===== src/design/dwpa_pkg.sv =====
// Shared constants, widths and helpers for the daily window periodic alarm.
// No dependencies; imported by dwpa_mod and daily_window_periodic_alarm_core.
package dwpa_pkg;

    localparam int NOW_W = 17;
    localparam int MIN_W = 11;
    localparam int RUN_W = 17;
    localparam int SEC_W = 17;
    localparam int EXT_W = 19;
    localparam int IDX_W = 2;
    localparam int CNT_W = $clog2(SEC_W + 1);

    localparam logic [IDX_W-1:0] REG_WINDOW_START = 2'd0;
    localparam logic [IDX_W-1:0] REG_WINDOW_END   = 2'd1;
    localparam logic [IDX_W-1:0] REG_PERIOD       = 2'd2;
    localparam logic [IDX_W-1:0] REG_RUN_SECONDS  = 2'd3;

    localparam logic [EXT_W-1:0] DAY_SECONDS   = 19'd86400;
    localparam logic [SEC_W-1:0] DEFAULT_SLEEP = 17'd60;
    localparam logic [MIN_W-1:0] PERIOD_RESET  = 11'd60;

    // minutes to seconds: m*64 - m*4
    function automatic logic [EXT_W-1:0] to_sec(input logic [MIN_W-1:0] m);
        logic [EXT_W-1:0] mx;
        mx = {{(EXT_W-MIN_W){1'b0}}, m};
        return (mx << 6) - (mx << 2);
    endfunction

    function automatic logic [SEC_W-1:0] cap_day(input logic [EXT_W-1:0] x);
        if (x > DAY_SECONDS) begin
            return DAY_SECONDS[SEC_W-1:0];
        end
        return x[SEC_W-1:0];
    endfunction

endpackage


===== src/design/daily_window_periodic_alarm_core.sv =====
// Top level of the daily window periodic alarm: config registers, sequencer, result register.
// Depends on dwpa_pkg and dwpa_mod.
//
// Each request takes the second of the day and answers whether it falls in the daily
// window, whether a run slot starts there, and how long to sleep. A request inside the
// window with a nonzero period is classified while the serial remainder unit is loaded,
// then takes 17 steps of that unit; the sequencer then sees it finish and loads the
// result once the output register is free; other requests skip the unit. One request
// is processed at a time (s_ready is high only when idle, from the cycle after the
// result is loaded), so no new request is taken until the result is loaded; a finished
// result waits in the output register. Config writes are always taken and should be
// made only while the block is idle.
module daily_window_periodic_alarm_core (
    input  logic                       aclk,
    input  logic                       aresetn,
    input  logic                       s_valid,
    output logic                       s_ready,
    input  logic [dwpa_pkg::NOW_W-1:0] s_now_second,
    output logic                       m_valid,
    input  logic                       m_ready,
    output logic                       m_run_now,
    output logic                       m_in_window,
    output logic [dwpa_pkg::SEC_W-1:0] m_sleep_seconds,
    input  logic                       cfg_valid,
    output logic                       cfg_ready,
    input  logic [dwpa_pkg::IDX_W-1:0] cfg_index,
    input  logic [dwpa_pkg::RUN_W-1:0] cfg_data
);
    import dwpa_pkg::*;

    localparam logic [1:0] ST_IDLE  = 2'd0;
    localparam logic [1:0] ST_CLASS = 2'd1;
    localparam logic [1:0] ST_DIV   = 2'd2;
    localparam logic [1:0] ST_FIN   = 2'd3;

    logic [1:0]       state_reg, state_next;
    logic [MIN_W-1:0] start_reg, end_reg, period_reg;
    logic [RUN_W-1:0] run_reg;
    logic [NOW_W-1:0] now_reg;
    logic [SEC_W-1:0] off_reg, off_next;
    logic [SEC_W-1:0] len_reg, len_next;
    logic [SEC_W-1:0] p_reg, p_next;
    logic             div_reg, div_next;
    logic             inw_reg, inw_next;
    logic [SEC_W-1:0] sleep_reg, sleep_next;
    logic             m_valid_reg, m_valid_next;
    logic             m_run_reg, m_run_next;
    logic             m_inw_reg, m_inw_next;
    logic [SEC_W-1:0] m_sleep_reg, m_sleep_next;

    logic [EXT_W-1:0] s_sec, e_sec, p_sec, n_ext;
    logic [EXT_W-1:0] c_off, c_len;
    logic             c_inw;
    logic [SEC_W-1:0] c_sleep;
    logic             div_start, div_done;
    logic [SEC_W-1:0] div_rem;
    logic [EXT_W-1:0] reach, p_ext, rem_ext, run_ext;
    logic             f_run;
    logic [SEC_W-1:0] f_sleep;
    logic             out_free;

    dwpa_mod u_mod (
        .aclk    (aclk),
        .aresetn (aresetn),
        .start   (div_start),
        .numer   (off_next),
        .denom   (p_next),
        .done    (div_done),
        .rem     (div_rem)
    );

    // classify against the window
    always_comb begin
        s_sec   = to_sec(start_reg);
        e_sec   = to_sec(end_reg);
        p_sec   = to_sec(period_reg);
        n_ext   = {{(EXT_W-NOW_W){1'b0}}, now_reg};
        c_inw   = 1'b0;
        c_sleep = DEFAULT_SLEEP;
        c_off   = '0;
        c_len   = '0;
        if (s_sec < e_sec) begin
            if (n_ext < s_sec) begin
                c_sleep = cap_day(s_sec - n_ext);
            end else if (n_ext <= e_sec) begin
                c_inw = 1'b1;
                c_off = n_ext - s_sec;
                c_len = e_sec - s_sec;
            end else if (n_ext < s_sec + DAY_SECONDS) begin
                c_sleep = cap_day(s_sec + DAY_SECONDS - n_ext);
            end
        end else if (s_sec > e_sec) begin
            if ((n_ext + DAY_SECONDS >= s_sec) && (n_ext <= e_sec)) begin
                c_inw = 1'b1;
                c_off = n_ext + DAY_SECONDS - s_sec;
                c_len = e_sec + DAY_SECONDS - s_sec;
            end else if ((n_ext > e_sec) && (n_ext < s_sec)) begin
                c_sleep = cap_day(s_sec - n_ext);
            end else if ((n_ext >= s_sec) && (n_ext <= e_sec + DAY_SECONDS)) begin
                c_inw = 1'b1;
                c_off = n_ext - s_sec;
                c_len = e_sec + DAY_SECONDS - s_sec;
            end
        end
    end

    // slot result from the remainder
    always_comb begin
        p_ext   = {{(EXT_W-SEC_W){1'b0}}, p_reg};
        rem_ext = {{(EXT_W-SEC_W){1'b0}}, div_rem};
        run_ext = {{(EXT_W-RUN_W){1'b0}}, run_reg};
        reach   = {{(EXT_W-SEC_W){1'b0}}, off_reg} + p_ext - rem_ext;
        f_run   = 1'b0;
        f_sleep = DEFAULT_SLEEP;
        if (reach > {{(EXT_W-SEC_W){1'b0}}, len_reg}) begin
            f_sleep = DEFAULT_SLEEP;
        end else if (div_rem == '0) begin
            f_run   = 1'b1;
            f_sleep = (p_ext > run_ext) ? cap_day(p_ext - run_ext) : '0;
        end else begin
            f_sleep = cap_day(p_ext - rem_ext);
        end
    end

    assign out_free  = !m_valid_reg || m_ready;
    assign div_start = (state_reg == ST_CLASS) && div_next;

    always_comb begin
        state_next   = state_reg;
        off_next     = off_reg;
        len_next     = len_reg;
        p_next       = p_reg;
        div_next     = div_reg;
        inw_next     = inw_reg;
        sleep_next   = sleep_reg;
        m_valid_next = m_valid_reg && !m_ready;
        m_run_next   = m_run_reg;
        m_inw_next   = m_inw_reg;
        m_sleep_next = m_sleep_reg;
        case (state_reg)
            ST_IDLE: begin
                if (s_valid) begin
                    state_next = ST_CLASS;
                end
            end
            ST_CLASS: begin
                off_next   = c_off[SEC_W-1:0];
                len_next   = c_len[SEC_W-1:0];
                p_next     = p_sec[SEC_W-1:0];
                inw_next   = c_inw;
                sleep_next = c_sleep;
                div_next   = c_inw && (period_reg != '0);
                state_next = div_next ? ST_DIV : ST_FIN;
            end
            ST_DIV: begin
                if (div_done) begin
                    state_next = ST_FIN;
                end
            end
            ST_FIN: begin
                if (out_free) begin
                    m_valid_next = 1'b1;
                    m_inw_next   = inw_reg;
                    m_run_next   = div_reg && f_run;
                    m_sleep_next = div_reg ? f_sleep : sleep_reg;
                    state_next   = ST_IDLE;
                end
            end
            default: begin
                state_next = ST_IDLE;
            end
        endcase
    end

    always_ff @(posedge aclk) begin
        if (!aresetn) begin
            state_reg   <= ST_IDLE;
            m_valid_reg <= 1'b0;
            start_reg   <= '0;
            end_reg     <= '0;
            period_reg  <= PERIOD_RESET;
            run_reg     <= '0;
        end else begin
            state_reg   <= state_next;
            m_valid_reg <= m_valid_next;
            if (cfg_valid) begin
                case (cfg_index)
                    REG_WINDOW_START: start_reg  <= cfg_data[MIN_W-1:0];
                    REG_WINDOW_END:   end_reg    <= cfg_data[MIN_W-1:0];
                    REG_PERIOD:       period_reg <= cfg_data[MIN_W-1:0];
                    REG_RUN_SECONDS:  run_reg    <= cfg_data;
                    default: ;
                endcase
            end
        end
        if (s_valid && s_ready) begin
            now_reg <= s_now_second;
        end
        off_reg     <= off_next;
        len_reg     <= len_next;
        p_reg       <= p_next;
        div_reg     <= div_next;
        inw_reg     <= inw_next;
        sleep_reg   <= sleep_next;
        m_run_reg   <= m_run_next;
        m_inw_reg   <= m_inw_next;
        m_sleep_reg <= m_sleep_next;
    end

    assign s_ready         = (state_reg == ST_IDLE);
    assign cfg_ready       = 1'b1;
    assign m_valid         = m_valid_reg;
    assign m_run_now       = m_run_reg;
    assign m_in_window     = m_inw_reg;
    assign m_sleep_seconds = m_sleep_reg;

endmodule


===== src/design/dwpa_mod.sv =====
// Iterative restoring remainder unit: one trial subtract per cycle.
// Depends on dwpa_pkg.
module dwpa_mod (
    input  logic                       aclk,
    input  logic                       aresetn,
    input  logic                       start,
    input  logic [dwpa_pkg::SEC_W-1:0] numer,
    input  logic [dwpa_pkg::SEC_W-1:0] denom,
    output logic                       done,
    output logic [dwpa_pkg::SEC_W-1:0] rem
);
    import dwpa_pkg::*;

    logic [SEC_W-1:0] num_reg, num_next;
    logic [SEC_W-1:0] den_reg, den_next;
    logic [SEC_W-1:0] rem_reg, rem_next;
    logic [CNT_W-1:0] cnt_reg, cnt_next;
    logic             busy_reg, busy_next;
    logic             done_reg, done_next;
    logic [SEC_W:0]   shifted;
    logic [SEC_W+1:0] diff;

    assign shifted = {rem_reg, num_reg[SEC_W-1]};
    assign diff    = {1'b0, shifted} - {2'b00, den_reg};

    always_comb begin
        num_next  = num_reg;
        den_next  = den_reg;
        rem_next  = rem_reg;
        cnt_next  = cnt_reg;
        busy_next = busy_reg;
        done_next = 1'b0;
        if (start) begin
            num_next  = numer;
            den_next  = denom;
            rem_next  = '0;
            cnt_next  = CNT_W'(SEC_W);
            busy_next = 1'b1;
        end else if (busy_reg) begin
            num_next = num_reg << 1;
            rem_next = diff[SEC_W+1] ? shifted[SEC_W-1:0] : diff[SEC_W-1:0];
            cnt_next = cnt_reg - 1'b1;
            if (cnt_reg == CNT_W'(1)) begin
                busy_next = 1'b0;
                done_next = 1'b1;
            end
        end
    end

    always_ff @(posedge aclk) begin
        if (!aresetn) begin
            busy_reg <= 1'b0;
            done_reg <= 1'b0;
            cnt_reg  <= '0;
        end else begin
            busy_reg <= busy_next;
            done_reg <= done_next;
            cnt_reg  <= cnt_next;
        end
        num_reg <= num_next;
        den_reg <= den_next;
        rem_reg <= rem_next;
    end

    assign done = done_reg;
    assign rem  = rem_reg;

endmodule


===== config.mk =====
export PLATFORM = sky130hd
export DESIGN_NAME = daily_window_periodic_alarm_core
export DESIGN_NICKNAME = d
export VERILOG_FILES = /design/src/design/dwpa_pkg.sv /design/src/design/daily_window_periodic_alarm_core.sv /design/src/design/dwpa_mod.sv
export SDC_FILE = /design/constraint.sdc
export NUM_CORES = 1
export LEC_CHECK = 0
export ABC_AREA = 1
export BUFFER_PORTS_ARGS = -buffer_cell sky130_fd_sc_hd__buf_2
export CORE_MARGIN = 3
export CORE_UTILIZATION = 66
export DETAILED_ROUTE_END_ITERATION = 6
export PLACE_DENSITY_LB_ADDON = 0.05
export SKIP_CTS_REPAIR_TIMING = 1
export SLEW_MARGIN = 20
export SYNTH_ARGS = -nofsm -noshare
export SYNTH_HDL_FRONTEND = slang
export SYNTH_HIERARCHICAL = 1
export SYNTH_SLANG_ARGS = --single-unit

===== constraint.sdc =====
create_clock -name aclk -period 8.5 [get_ports aclk]
set_input_delay 0.85 -clock aclk [delete_from_list [all_inputs] [get_ports aclk]]
set_output_delay 0.85 -clock aclk [all_outputs]
set_load 0.03 [all_outputs]

# Word level (Yosys, flattened, before mapping)

Cells that the tools add are included.

Magnitude comparators: 15
Eq/ne operators: 10
$add $sub $neg: 18
Bitwise logic cells: 2
Reduce and logical (&&, ||, !) cells: 24
Mux-type cells: 80

Operators with widths:

| cell                     | count |
|---|---|
| $mux W17                 | 39 |
| $gt A19 B17 Y1 const B   | 4 |
| $sub A17 B17 Y17         | 4 |
| $add A18 B18 Y19 const B | 2 |
| $le A17 B19 Y1           | 2 |
| $lt A17 B19 Y1           | 2 |
| $sub A18 B17 Y19         | 2 |
| $sub A17 B13 Y18         | 2 |
| $sub A17 B17 Y18         | 2 |
| $mux W1                  | 35 |
| $ge A17 B19 Y1           | 1 |
| $ge A18 B19 Y1           | 1 |
| $gt A17 B19 Y1           | 1 |
| $gt A19 B17 Y1           | 1 |
| $gt A19 B19 Y1           | 1 |
| $lt A19 B19 Y1           | 1 |
| $sub A18 B18 Y19         | 1 |
| $sub A19 B17 Y19         | 1 |
| $add A17 B17 Y18         | 1 |
| $add A17 B17 Y18 const B | 1 |
| $gt A17 B17 Y1           | 1 |
| $logic_not A17 Y1        | 1 |
| $sub A17 B13 Y17         | 1 |
| $reduce_bool A11 Y1      | 1 |
| 19 further kinds         | 41 |

Output and inout port bits: 22
Logic and storage cells: 172
Input port bits: 41
Flip-flop bits (word level): 217

# Depth between registers and ports, before layout

Word-level depth: 14
Depth in mapped cells: 34
Depth with buffers taken out: 34

# By module

The synthesis kept the hierarchy.

By module, submodules not included:

| module                           | cells each | instances | area each (um2) | sequential area each (um2) |
|---|---|---|---|---|
| daily_window_periodic_alarm_core | 2403       | 1         | 16610.9         | 3833.7 |
| dwpa_mod                         | 472        | 1         | 3583.4          | 1501.4 |

# Worst setup path after synthesis

OpenSTA, ideal clock, no wires.

Path type: register to register
From: register end_reg[7]
To: register u_mod.num_reg[10] (data pin)
Period minus slack after synthesis: 5.327 ns
Setup time: 0.253 ns
Data required time: 8.247 ns
Arrival time: 5.074 ns
Setup slack: 3.173 ns
Buffers on the path: 1
Stages on the path, launching flop included: 32
Path through: dfxtp_1 > inv_1 > ha_1 > nand2_1 > nand2_1 > nand3_1 > nand2_1 > a21oi_1 > nand2_1 > nand2_1 > nand2_1 > xor2_1 > inv_1 > ha_1 > nand2_1 > nor3_1 > nand3_1 > nor4_1 > nor2_1 > o21ai_1 > nand2_1 > nand2_1 > nand2_1 > nand2_2 > nand2_4 > nand2_4 > nand2_1 > nor2_1 > clkinv_1 > clkbuf_1 > nand2_1 > nand2_1

Longest elaborated chain between the ends: 13
Elaborated cells on any way between the ends: 29
Classes of those cells: add/sub: 2; order compare: 5; mux: 17; reduce/logical: 5

Ends and longest elaborated chain:

| element                  | line                                    | RTL |
|---|---|---|
| start: declaration       | daily_window_periodic_alarm_core.sv:37  | `logic [MIN_W-1:0] start_reg, end_reg, period_reg;` |
| start signal: assignment | daily_window_periodic_alarm_core.sv:189 | `REG_WINDOW_END: end_reg <= cfg_data[MIN_W-1:0];` |
| $sub A17 B13 Y18 *       | dwpa_pkg.sv:26                          | `return (mx << 6) - (mx << 2);` |
| $add A18 B18 Y19         | --                                      |  |
| $le A17 B19 Y1           | daily_window_periodic_alarm_core.sv:99  | `end else if ((n_ext >= s_sec) && (n_ext <= e_sec + DAY_SECONDS)) begin` |
| $logic_and A1 B1 Y1      | daily_window_periodic_alarm_core.sv:99  |  |
| $mux W1                  | daily_window_periodic_alarm_core.sv:99  |  |
| $mux W1                  | daily_window_periodic_alarm_core.sv:97  | `end else if ((n_ext > e_sec) && (n_ext < s_sec)) begin` |
| $mux W1                  | daily_window_periodic_alarm_core.sv:93  | `if ((n_ext + DAY_SECONDS >= s_sec) && (n_ext <= e_sec)) begin` |
| $mux W1                  | daily_window_periodic_alarm_core.sv:92  | `end else if (s_sec > e_sec) begin` |
| $mux W1 *                | daily_window_periodic_alarm_core.sv:82  | `if (s_sec < e_sec) begin` |
| via c_inw                | daily_window_periodic_alarm_core.sv:53  | `logic c_inw;` |
| $logic_and A1 B1 Y1 *    | daily_window_periodic_alarm_core.sv:152 | `div_next = c_inw && (period_reg != '0);` |
| $mux W1 *                | daily_window_periodic_alarm_core.sv:140 | `case (state_reg)` |
| $logic_and A1 B1 Y1 *    | daily_window_periodic_alarm_core.sv:126 | `assign div_start = (state_reg == ST_CLASS) && div_next;` |
| via div_start            | daily_window_periodic_alarm_core.sv:55  | `logic div_start, div_done;` |
| $mux W17 *               | dwpa_mod.sv:33                          | `if (start) begin` |
| via u_mod.num_next[10]   | dwpa_mod.sv:14                          | `logic [SEC_W-1:0] num_reg, num_next;` |
| end signal: assignment   | dwpa_mod.sv:60                          | `num_reg <= num_next;` |
| end: declaration         | dwpa_mod.sv:14                          |  |

The timed path passes the listed nets; every way through them passes the cells marked *.
A chain may end at the register's enable or synchronous reset.

# Worst setup path after layout

From: register end_reg[7]
To: register u_mod.rem_reg[4] (netlist: u_mod/rem[4])

Longest elaborated chain between the ends: 12
Elaborated cells on any way between the ends: 20
Classes of those cells: add/sub: 2; order compare: 5; mux: 8; reduce/logical: 5

Ends and longest elaborated chain:

| element                | line                                    | RTL |
|---|---|---|
| $sub A17 B13 Y18 *     | dwpa_pkg.sv:26                          |  |
| $add A18 B18 Y19       | --                                      |  |
| $le A17 B19 Y1         | daily_window_periodic_alarm_core.sv:99  |  |
| $logic_and A1 B1 Y1    | daily_window_periodic_alarm_core.sv:99  |  |
| $mux W1                | daily_window_periodic_alarm_core.sv:99  |  |
| $mux W1                | daily_window_periodic_alarm_core.sv:97  |  |
| $mux W1                | daily_window_periodic_alarm_core.sv:93  |  |
| $mux W1                | daily_window_periodic_alarm_core.sv:92  |  |
| $mux W1 *              | daily_window_periodic_alarm_core.sv:82  |  |
| via c_inw              | daily_window_periodic_alarm_core.sv:53  |  |
| $logic_and A1 B1 Y1 *  | daily_window_periodic_alarm_core.sv:152 |  |
| $mux W1 *              | daily_window_periodic_alarm_core.sv:140 |  |
| $logic_and A1 B1 Y1 *  | daily_window_periodic_alarm_core.sv:126 |  |
| via div_start          | daily_window_periodic_alarm_core.sv:55  |  |
| end signal: assignment | dwpa_mod.sv:62                          | `rem_reg <= rem_next;` |
| end: declaration       | dwpa_mod.sv:16                          | `logic [SEC_W-1:0] rem_reg, rem_next;` |

Marked as above.

==> out/summary.md <==
## Critical path
• **critical path's top delay family** simple AND/OR/NAND/NOR gates
• **Worst path slowest cell** sky130_fd_sc_hd__nor2_1
• **number of buffers and inverters on the critical path** 6
• **crit path kind** flip-flop to flip-flop
• **nature of the critical path startpoint** flip-flop
• **Crit Path Max Fanout** 38
• **largest incremental delay on the critical path** 0.68 ns
• **worst endpoint data arrival time** 6.83 ns
• **most frequent CP cell** sky130_fd_sc_hd__nand2_1
• **endpoint required time on the critical path** 8.96 ns
• **type of element capturing the critical path** flip-flop

## Yosys
• **primary flip-flop cell chosen by synthesis mapping** sky130_fd_sc_hd__dfxtp_1
• **proportion of netlist area held by the largest area contributor** 0.153
• **cell types with the largest area share after synthesis** sky130_fd_sc_hd__edfxtp_1, sky130_fd_sc_hd__ha_1, sky130_fd_sc_hd__nand2_1, sky130_fd_sc_hd__dfxtp_1, sky130_fd_sc_hd__inv_1
• **leading post-synthesis cells by instance count** sky130_fd_sc_hd__nand2_1, sky130_fd_sc_hd__inv_1, sky130_fd_sc_hd__a21oi_1
• **total of warnings raised by yosys** 6
• **leading cell type by number of instances after synthesis** sky130_fd_sc_hd__nand2_1
• **nets in the synthesized netlist** 3,158
• **library cells used by synthesis** 66
• **synthesis-stage register bit count** 215
• **mean post-synth cell area** 7.02 um2
• **number of flops mapped to enable cells by yosys** 103
• **post-synthesis sequential area ratio** 0.264
• **cells after synthesis** 2,875
• **FFs w/ async S/R, synth** 0
• **most area-hungry cell type in the Yosys netlist** sky130_fd_sc_hd__edfxtp_1
• **post-synth design cell area** 0.0202 mm2

## Drt
• **first-pass iteration count of the detailed router** 6
• **wire length reported by the detailed router** 67,100 um
• **wire length per cell** 20.1 um
• **count of nets left with antenna violations after detail routing** 0
• **number of remaining DRC errors** 0
• **number of DRC violations after detailed-routing iteration 0** 2,342
• **Via Count** 20,136
• **via-per-instance ratio** 6.04

## STA
• **Final Hold Vio Count** 0
• **minimum clock period** 6.37 ns
• **Max-slew headroom** 0.282
• **count of final setup violators** 0
• **highest clock rate** 0.157 GHz
• **worst hold slack across all endpoints** 0.474 ns
• **setup TNS** 0 ns
• **final clock skew** 0.0189 ns
• **Tightest Pin Transition** 1.07 ns
• **final max-slew violation count** 0
• **post-route clock period utilization** 0.750
• **setup repair after global routing missed its margin** no

## Final layout
• **P&R area growth vs syn** 7.46%
• **fraction of final layout cells sized beyond drive strength 1** 0.0730
• **area taken by multi-input logic gates** 0.0127 mm2
• **Util after Layout** 0.726
• **FF/Latch Area** 0.00534 mm2
• **Post-Layout Inst Area** 0.0217 mm2
• **Final #Nets** 3,209
• **# fillers** 2,401

## Global route
• **GR Util All Layers** 0.401
• **initial antenna violation count** 2
• **global-route wire length before repair** 105,000 um
• **maximum number of pins on one net before global-route repair** 68
• **number of global-route vias before repair** 19,523
• **grt ovf** 0

## Clocking
• **CTS root buf** sky130_fd_sc_hd__clkbuf_16
• **maximum level of the CTS H-tree** 1
• **clock edge transition at the registers on the reported setup and hold paths** 0.06 ns
• **buffer depth of the longest clock path** 3
• **clock sink total** 215
• **CTS tree** done
• **clock latency of the later-clocked register in the worst-skew pair** 0.56 ns
• **total CTS buffers** 25

## Outcome
• **run status** finished clean

## Placed design
• **number of I/O port buffers** 61
• **routability-driven placement congestion ratio** 1.08
• **hpwl dp** 53,600 um
• **cell area after placement** 0.0208 mm2

## Floorplan
• **area inside the core boundary** 0.0299 mm2
• **die span in x** 181 um
• **floorplan die height** 181 um
• **Die Area** 0.0327 mm2
• **Initial Utilization** 0.676
• **number of top-level design ports** 63
• **Row Count** 63

## Worst hold path
• **worst min-delay path class** primary input to flip-flop

## Flow run
• **max-cap check violation count** 0

[worst paths after layout]
| kind | startpoint | slack, ns | end | cells past startpoint |
|---|---|---|---|---|
| hold / removal | s_now_second[13] | 0.47 | now_reg[13] | 1 |
| hold reg to reg | start_reg[5] | 0.49 | start_reg[5] | 2 |
| setup reg to reg | end_reg[7] | 2.13 | u_mod/rem[4] | 28 |
| setup / recovery | end_reg[7] | 2.13 | u_mod/rem[4] | 28 |
[kinds of logic after synthesis]
kind of cell,synth area share
AOI/OAI and AO/OA,0.150
buffers and inverters,0.106
DFF,0.264
xor gates and xnor gates,0.0644
and+or+nand+nor,0.258
other,0.000186
adders and majority gates,0.158
[metal layers]
metal / track usage / wire length (um) / vias to the layer above
li1: - / - / 9564
met1: 0.466 / 24500 / 9105
met2: 0.692 / 31200 / 1164
met3: 0.0644 / 5950 / 303
met4: 0.250 / 5390 / 0
met5: 0 / 0 / -
[placed cells by master (no fill, tap or decap), drive strengths merged, types with 42 or more instances in the layout]
cell / Yosys / routed
nand2: 685 / 685
inv: 505 / 510
a21oi: 244 / 244
ha: 220 / 220
nand3: 194 / 194
o21ai: 180 / 180
nor2: 178 / 178
dfxtp: 112 / 112
xor2: 109 / 109
edfxtp: 103 / 103
buf: 15 / 69
nand4: 49 / 49
nor3: 42 / 42
[worst register-to-register path: cells and delay by family (launching register included)]
family	cells	cell delay [ns]
compound gates	2	0.64
xor+xnor	1	0.53
fa+ha+maj	2	0.81
buf+inv	6	1.22
flops	1	0.46
simple gates	17	2.64
[final cells by class]
class                           instances  area share
Antenna cell                            1    0.000115
Sequential cell                       215       0.246
Multi-Input combinational cell       2107       0.587
Inverter                              508      0.0879
Clock buffer                           29      0.0314
Clock inverter                         17     0.00859
Timing Repair Buffer                   69      0.0168
Tap cell                              390      0.0225
[metrics by stage]
stage,instances,setup WS (ns)
2_1_floorplan,2875,3.17
3_3_place_gp,3289,2.50
3_5_place_dp,3289,2.39
4_1_cts,3335,2.28
5_1_grt,3336,1.66
6_report,3336,2.13
Power is not shown: default switching activity piles up to over one toggle a cycle in this logic, so the estimate is an artifact.
